==> src/hdl/gradient_histogram_and_split_macros.svh <==
// assertion helpers for the rtl files
`ifndef GRADIENT_HISTOGRAM_AND_SPLIT_MACROS_SVH
`define GRADIENT_HISTOGRAM_AND_SPLIT_MACROS_SVH

// same-cycle implication
`define GHS_ASSERT_IMPLY(label, clk, rst, ante, cons, msg) \
   label: assert property (@(posedge clk) disable iff (rst) (ante) |-> (cons)) else $error(msg);

// next-cycle implication
`define GHS_ASSERT_NEXT(label, clk, rst, ante, cons, msg) \
   label: assert property (@(posedge clk) disable iff (rst) (ante) |=> (cons)) else $error(msg);

`endif

==> src/hdl/ghs_pkg.sv <==
`timescale 1ns / 1ps
`default_nettype none

package ghs_pkg;

   localparam int ROWS_DEFAULT = 65536;
   localparam int BINS_DEFAULT = 256;
   localparam int BIN_REACH    = 256;

   localparam int OP_W       = 2;
   localparam int ROW_W      = 16;
   localparam int BIN_W      = 8;
   localparam int GRAD_W     = 32;
   localparam int SUM_W      = 48;
   localparam int CNT_W      = 17;
   localparam int SLOT_W     = 16;
   localparam int CSR_IDX_W  = 2;
   localparam int CSR_DATA_W = 8;

   localparam logic [OP_W-1:0] OP_WRITE_BIN  = 2'd0;
   localparam logic [OP_W-1:0] OP_ACCUMULATE = 2'd1;
   localparam logic [OP_W-1:0] OP_CLASSIFY   = 2'd2;
   localparam logic [OP_W-1:0] OP_READ_CLEAR = 2'd3;

   localparam logic [CSR_IDX_W-1:0] CSR_LOW_BIN        = 2'd0;
   localparam logic [CSR_IDX_W-1:0] CSR_HIGH_BIN       = 2'd1;
   localparam logic [CSR_IDX_W-1:0] CSR_DEFAULT_OFFSET = 2'd2;
   localparam logic [CSR_IDX_W-1:0] CSR_SPLIT_THRESH   = 2'd3;

   localparam logic [CNT_W-1:0] CNT_MAX   = 17'h1FFFF;
   localparam logic [CNT_W-1:0] BATCH_MAX = 17'h10000;

   typedef struct packed {
      logic [OP_W-1:0]          opcode;
      logic [ROW_W-1:0]         row_index;
      logic [BIN_W-1:0]         bin_value;
      logic signed [GRAD_W-1:0] gradient;
      logic [BIN_W-1:0]         hist_index;
      logic                     last_of_batch;
   } req_payload_type;

   typedef struct packed {
      logic                    goes_greater;
      logic [SLOT_W-1:0]       slot;
      logic [CNT_W-1:0]        lte_total;
      logic signed [SUM_W-1:0] sum_out;
      logic [CNT_W-1:0]        count_out;
   } rsp_payload_type;

   typedef struct packed {
      logic [BIN_W-1:0] low_bin;
      logic [BIN_W-1:0] high_bin;
      logic [BIN_W-1:0] default_bin_offset;
      logic [BIN_W-1:0] split_threshold;
   } cfg_type;

   typedef struct packed {
      logic [CNT_W-1:0]        count;
      logic signed [SUM_W-1:0] sum;
   } hist_entry_type;

endpackage

`default_nettype wire

==> src/hdl/ghs_classify.sv <==
`timescale 1ns / 1ps
`default_nettype none

module ghs_classify (
   input  wire logic [ghs_pkg::BIN_W-1:0] bin,
   input  wire ghs_pkg::cfg_type          cfg,
   output logic                           goes_greater
);

   logic              dflt_zero;
   logic signed [9:0] bin_s;
   logic signed [9:0] th_s;
   logic signed [9:0] dflt_s;

   always_comb begin
      dflt_zero = (cfg.default_bin_offset == '0);
      bin_s     = $signed({2'b00, bin});
      th_s      = $signed({2'b00, cfg.low_bin}) + $signed({2'b00, cfg.split_threshold})
                  - $signed({9'd0, dflt_zero});
      dflt_s    = $signed({2'b00, cfg.low_bin}) + $signed({2'b00, cfg.default_bin_offset})
                  - $signed({9'd0, dflt_zero});
      goes_greater = (bin < cfg.low_bin) || (bin > cfg.high_bin)
                     || (bin_s == dflt_s) || (bin_s > th_s);
   end

endmodule

`default_nettype wire

==> config.mk <==
export PLATFORM = sky130hd
export DESIGN_NAME = ghs_classify
export DESIGN_NICKNAME = d
export VERILOG_FILES = /design/src/hdl/gradient_histogram_and_split_macros.svh /design/src/hdl/ghs_pkg.sv /design/src/hdl/ghs_classify.sv
export SDC_FILE = /design/constraint.sdc
export NUM_CORES = 1
export LEC_CHECK = 0
export ABC_AREA = 1
export BUFFER_PORTS_ARGS = -buffer_cell sky130_fd_sc_hd__buf_2
export CORE_UTILIZATION = 45
export DETAILED_ROUTE_END_ITERATION = 12
export PLACE_DENSITY = 0.68
export SLEW_MARGIN = 20
export SYNTH_ARGS = -nofsm -noshare
export SYNTH_HDL_FRONTEND = slang
export SYNTH_SLANG_ARGS = --single-unit
==> constraint.sdc <==
create_clock -name vclk -period 4
set_input_delay 0.4 -clock vclk [all_inputs]
set_output_delay 0.4 -clock vclk [all_outputs]
set_load 0.005 [all_outputs]
==> impl_metrics.json, run 1 <==
{
  "outcome": "finished, final reports clean",
  "synth.avg_cell_area_um2": 5.664,
  "cp_slowest_cell": "fa_2",
  "area_growth_syn_to_layout_pct": 16.96,
  "vias": 2041,
  "dieArea_um2": 4545,
  "synth_nets": 436,
  "drt_wl_total_um": 4248,
  "synth_area_leaders": "ha_1 35%, inv_1 20%, nand2_1 19%",
  "yosys-top-cells-count": "103 x inv_1, 100 x nand2_1, 54 x ha_1, 20 x nand3_1",
  "core_um2": 4058,
  "min_path_type": "primary input to primary output",
  "setup_viol": 0,
  "criticalPathCategory": "primary input to primary output",
  "sw_frac_of_total_pct": 58.10,
  "nets": 483,
  "antenna_found_initial": 0,
  "fmax_ghz": 0.2668,
  "post_drt_via_cell_ratio": 4.692,
  "power_frac_seq_pct": 0,
  "core.rowCount": 23,
  "dieHeight_um": 67.42,
  "buffer_ports.inserted": 41,
  "yosysWarnings": 0,
  "cp-start-kind": "primary input",
  "slew_violations": 0,
  "drt_iter0_drc": 58,
  "clockBufferCount": 0,
  "synth_cell_types": 19,
  "synth_area_leader_cell": "ha_1",
  "regArea_um2": 0,
  "ir_drop_mv": 0.09424,
  "synth_most_common_cell": "inv_1",
  "grt_max_degree": 7,
  "fin_setup_tns_ns": 0,
  "max_stage_delay_ns": 0.39,
  "seq_cells": 0,
  "ioPinCount": 41,
  "grt_pass1_vias": 1739,
  "gp_congestion": 0.8702,
  "crit_chain": "buf_2 -> inv_1 -> nand4_1 -> nor4_2 -> ha_1 -> inv_2 -> ha_4 -> inv_2 -> fa_2 -> inv_2 -> nand3_2 -> nand2_2 -> a31oi_1 -> xor2_1 -> ha_1 -> nand2_1 -> inv_1 -> nand2_1 -> nand2_1 -> nand3_1 -> nand3_1 -> nor2_1 -> nand2_1 -> buf_2",
  "finalCritPeriodShare_pct": 93.70,
  "finalHoldViolCount": 0,
  "synth_top_area_share_pct": 35.09,
  "die_w_um": 67.42,
  "avgRoutedWirePerCell_um": 9.766,
  "comb_power_share_pct": 100.0,
  "worstMarginPinSlew_ns": 0.2809,
  "synth_area_um2": 1926,
  "required_ns": 3.60,
  "grt_pass1_wl_um": 6775,
  "power.density_nw_per_um2": 161.3,
  "detail-route-antenna-nets": 0,
  "power_switching_mw": 0.2110,
  "crit_path_frequent_cell": "nand2_1",
  "period_needed_ns": 3.748,
  "instances_no_fill": 435,
  "clockPowerShare_pct": 0,
  "cp_top_family": "adder cells",
  "n_fill_cell": 463,
  "placed_cells": 432,
  "end_kind": "primary output",
  "cp_data_arrival_time_ns": 3.35,
  "cp_num_buf_inv": 7,
  "cap_violations": 0,
  "start_util_pct": 47.46,
  "syn_inst": 340,
  "grt_overflow_total": 0,
  "ctsHoldBuffers": 0,
  "drive_gt1_share_pct": 14.81,
  "leakagePower_nw": 1.525,
  "hpwl_um": 3836,
  "drt_first_pass_iters": 4,
  "path_max_fanout": 3,
  "n_antenna_cell": 0,
  "ys_seq_area_share_pct": 0,
  "p_int_mw": 0.1522,
  "total_power_mw": 0.3632,
  "slew_headroom_pct": 81.08,
  "drc": 0,
  "grt_use_total_pct": 18.96
}
[layer usage]
metal  up-vias  wire [um]  global-route usage, %
met2        11       2147                  38.38
met1       901       2074                  23.18
met4         0          0                      0
li1       1129          -                      -
met3         0         26                 0.1689
met5         -          0                      0
[logic make-up (layout without fill, tap and decap cells)]
kind of cell,Yosys count,count (layout),share of synthesized area [%]
AND/OR/NAND/NOR,147,147,31.38
adder cells (fa/ha/maj),56,56,37.17
XOR/XNOR,10,10,4.549
buffers and inverters,103,148,20.08
AO/OA/AOI/OAI,24,24,6.823
[through the flow]
stage / cell area (um^2) / util [%] / hold WS, ns / worst slack [ns]
after CTS: 2201 / 54.24 / 1.364 / 0.2509
after detailed placement: 2201 / 54.24 / 1.364 / 0.2615
after global placement: 2201 / 54.24 / 1.355 / 0.3573
final: 2252 / 55.50 / 1.362 / 0.2518
after global routing: 2252 / 55.50 / 1.397 / -0.03084
after floorplan: 1926 / - / 1.009 / 0.7777
[power by group through the flow]
stage	Clock (mW)	Sequential, mW	Combinational, mW
6_report	0	0	0.363
3_5_place_dp	0	0	0.356
3_3_place_gp	0	0	0.352
5_1_grt	0	0	0.425
2_1_floorplan	0	0	0.273
4_1_cts	0	0	0.358
[worst min-delay path, stage by stage]
cell     delay [ns]
buf_2          0.14
nand3_1        0.08
nand2_1        0.05
nand4_1        0.10
nand2_1        0.07
buf_2          0.12
[placed cells by master, fill, tap and decap left out]
| cell type | Yosys | layout |
|---|---|---|
| a21o_1 | 1 | 1 |
| a21oi_1 | 16 | 16 |
| a31oi_1 | 2 | 2 |
| buf_2 | 0 | 41 |
| buf_4 | 0 | 4 |
| fa_1 | 2 | 1 |
| fa_2 | 0 | 1 |
| ha_1 | 54 | 53 |
| ha_4 | 0 | 1 |
| inv_1 | 103 | 97 |
| inv_2 | 0 | 6 |
| nand2_1 | 100 | 99 |
| nand2_2 | 1 | 2 |
| nand3_1 | 20 | 19 |
| nand3_2 | 0 | 1 |
| nand3b_1 | 2 | 2 |
| nand4_1 | 5 | 5 |
| nor2_1 | 16 | 16 |
| nor3_1 | 2 | 2 |
| nor4_2 | 0 | 1 |
| o21a_1 | 1 | 1 |
| o21ai_0 | 3 | 3 |
| o31a_1 | 1 | 1 |
| xnor2_1 | 2 | 2 |
| xor2_1 | 8 | 8 |
[final timing paths]
kind / startpoint / to / slack, ns / cells after the start
min: bin[7] / goes_greater / 1.36 / 6
max: cfg[13] / goes_greater / 0.25 / 24
[layout make-up]
class	count	area (um^2)	area share (%)
inverters	103	386.6	17.17
multi-input cells	237	1568	69.61
repair buffers	45	235.2	10.44
well taps	50	62.56	2.778
[repair_timing]
item	CTS	global route
buffers inserted	0	3
gates resized for setup	0	12
setup endpoints to repair	0	1
Note: power is estimated with default switching activity, not from simulation.
==> run 2: changes to the inputs <==
--- a/config.mk
+++ b/config.mk
@@ -7,9 +7,11 @@
 export LEC_CHECK = 0
 export ABC_AREA = 1
 export BUFFER_PORTS_ARGS = -buffer_cell sky130_fd_sc_hd__buf_2
+export CORE_MARGIN = 1.5
 export CORE_UTILIZATION = 45
 export DETAILED_ROUTE_END_ITERATION = 12
 export PLACE_DENSITY = 0.68
+export SETUP_SLACK_MARGIN = 0.1
 export SLEW_MARGIN = 20
 export SYNTH_ARGS = -nofsm -noshare
 export SYNTH_HDL_FRONTEND = slang
==> constraint.sdc (replaced) <==
create_clock -name vclk -period 4
set_input_delay 0.8 -clock vclk [all_inputs]
set_output_delay 0.8 -clock vclk [all_outputs]
set_load 0.005 [all_outputs]
==> run 2 against run 1 <==
Net effect: the flow now finishes with violations (negative setup slack); first-iteration DRC count rose by 24%; setup slack got worse by 0.55 ns; maximum frequency fell by 13%; total power rose by 9.5%; cell area rose by 9.0%; die area rose by 3.0%; combinational power rose by 9.6%; utilization rose by 5.0 points; critical endpoint unchanged.
==> impl_metrics.json, run 2 (synthesized netlist as in run 1, its figures left out) <==
{
  "setup_viol": 1,
  "finalHoldViolCount": 0,
  "vias": 2138,
  "cap_violations": 0,
  "fmax_ghz": 0.2329,
  "min_from": "bin[7]",
  "clockBufferCount": 0,
  "final_cell_mix": "99 x nand2_1, 94 x inv_1, 53 x ha_1",
  "required_ns": 3.20,
  "instances_no_fill": 458,
  "avgRoutedWirePerCell_um": 10.01,
  "slew_headroom_pct": 80.99,
  "cp_data_arrival_time_ns": 3.49,
  "period_needed_ns": 4.294,
  "leakagePower_nw": 1.642,
  "gp_congestion": 0.8177,
  "dieArea_um2": 4681,
  "detail-route-antenna-nets": 0,
  "power.density_nw_per_um2": 162.0,
  "grt_max_degree": 6,
  "slew_violations": 0,
  "crit_path_start": "cfg[13]",
  "antenna_found_initial": 0,
  "grt_overflow_total": 0,
  "drt_iter0_drc": 72,
  "seq_cells": 0,
  "buffer_ports.inserted": 41,
  "grt_pass1_wl_um": 7686,
  "regArea_um2": 0,
  "ir_drop_mv": 0.09977,
  "drt_first_pass_iters": 4,
  "dieHeight_um": 68.42,
  "grt_pass1_vias": 1976,
  "ctsHoldBuffers": 0,
  "hpwl_um": 4104,
  "crit_chain": "buf_2 -> inv_2 -> nand4_1 -> nor4_2 -> ha_1 -> inv_2 -> ha_4 -> inv_2 -> fa_2 -> inv_2 -> nand3_2 -> nand2_2 -> a31oi_1 -> xor2_1 -> ha_1 -> nand2_1 -> inv_1 -> nand4_1 -> nand3_1 -> nand3_1 -> nor2_1 -> nand2_1 -> buf_2",
  "criticalPathCategory": "primary input to primary output",
  "cp_top_family": "adder cells",
  "final_cell_area_um2": 2455,
  "path_max_fanout": 3,
  "area_growth_syn_to_layout_pct": 27.49,
  "outcome": "complete, but fails checks",
  "cp_slowest_cell": "fa_2",
  "post-route-util_pct": 60.50,
  "post_drt_via_cell_ratio": 4.668,
  "end_kind": "primary output",
  "start_util_pct": 47.46,
  "core_um2": 4058,
  "drive_gt1_share_pct": 20.59,
  "ioPinCount": 41,
  "n_antenna_cell": 0,
  "whs_ns": 2.134,
  "post_dp_cell_area_um2": 2394,
  "nets": 506,
  "grt_use_total_pct": 20.74,
  "core.rowCount": 23,
  "worstMarginPinSlew_ns": 0.2821,
  "layout_setup_ws_ns": -0.2936,
  "rsz0062_at_grt": "true",
  "drt_wl_total_um": 4583,
  "drc": 0,
  "crit_path_frequent_cell": "inv_2",
  "die_w_um": 68.42,
  "violations": "negative setup slack",
  "finalCritPeriodShare_pct": 107.3,
  "placed_cells": 457,
  "final_common_cell": "nand2_1",
  "cp-start-kind": "primary input",
  "min_path_type": "primary input to primary output",
  "max_stage_delay_ns": 0.35,
  "cp_num_buf_inv": 7
}
## run 2: cell types whose count changed in the layout (fill, tap and decap cells not counted), sizes merged
cell  before  now
buf       45   68
## run 2: final timing paths
kind | to | cells after the start | slack (ns)
setup / recovery | goes_greater | 23 | -0.29
hold / removal | goes_greater | 6 | 2.13
## run 2: metal layers
layer	vias to the layer above	global-route usage, %	wire [um]
met3	4	0	66
met1	927	26.15	2180
met5	-	0	0
met2	27	40.50	2300
met4	0	1.500	35
li1	1180	-	-
## run 2: cell type report
class	count	area, um^2
Fill cell	417	1603
Inverter	103	389.1
Multi-Input combinational cell	237	1573
Timing Repair Buffer	68	430.4
Tap cell	50	62.56
## run 2: metrics by stage
stage | setup WS (ns) | setup TNS, ns | power, mW
after floorplan | -0.01150 | -0.01150 | 0.2741
after global placement | -0.3796 | -0.3796 | 0.3751
after detailed placement | -0.4269 | -0.4269 | 0.3877
after CTS | -0.3942 | -0.3942 | 0.3924
after global routing | -0.5808 | -0.5808 | 0.4636
final | -0.2936 | -0.2936 | 0.3976
## run 2: worst min-delay path, stage by stage
cell and delay [ns]:
buf_2 0.14, nand3_1 0.08, nand2_1 0.05, nand4_1 0.09, nand2_1 0.05, buf_2 0.12
## run 2: timing repair
item                                   in CTS  in global routing
setup buffers                               0                  1
setup endpoints to repair                   1                  1
gates resized for setup                    10                  9
endpoints found under the hold margin       0                  0
pin swaps                                   0                  4
## run 2: report_power, final
| part | switching [mW] | internal, mW |
|---|---|---|
| Clock | 0 | 0 |
| Sequential | 0 | 0 |
| Combinational | 0.221 | 0.177 |
| Total | 0.221 | 0.177 |
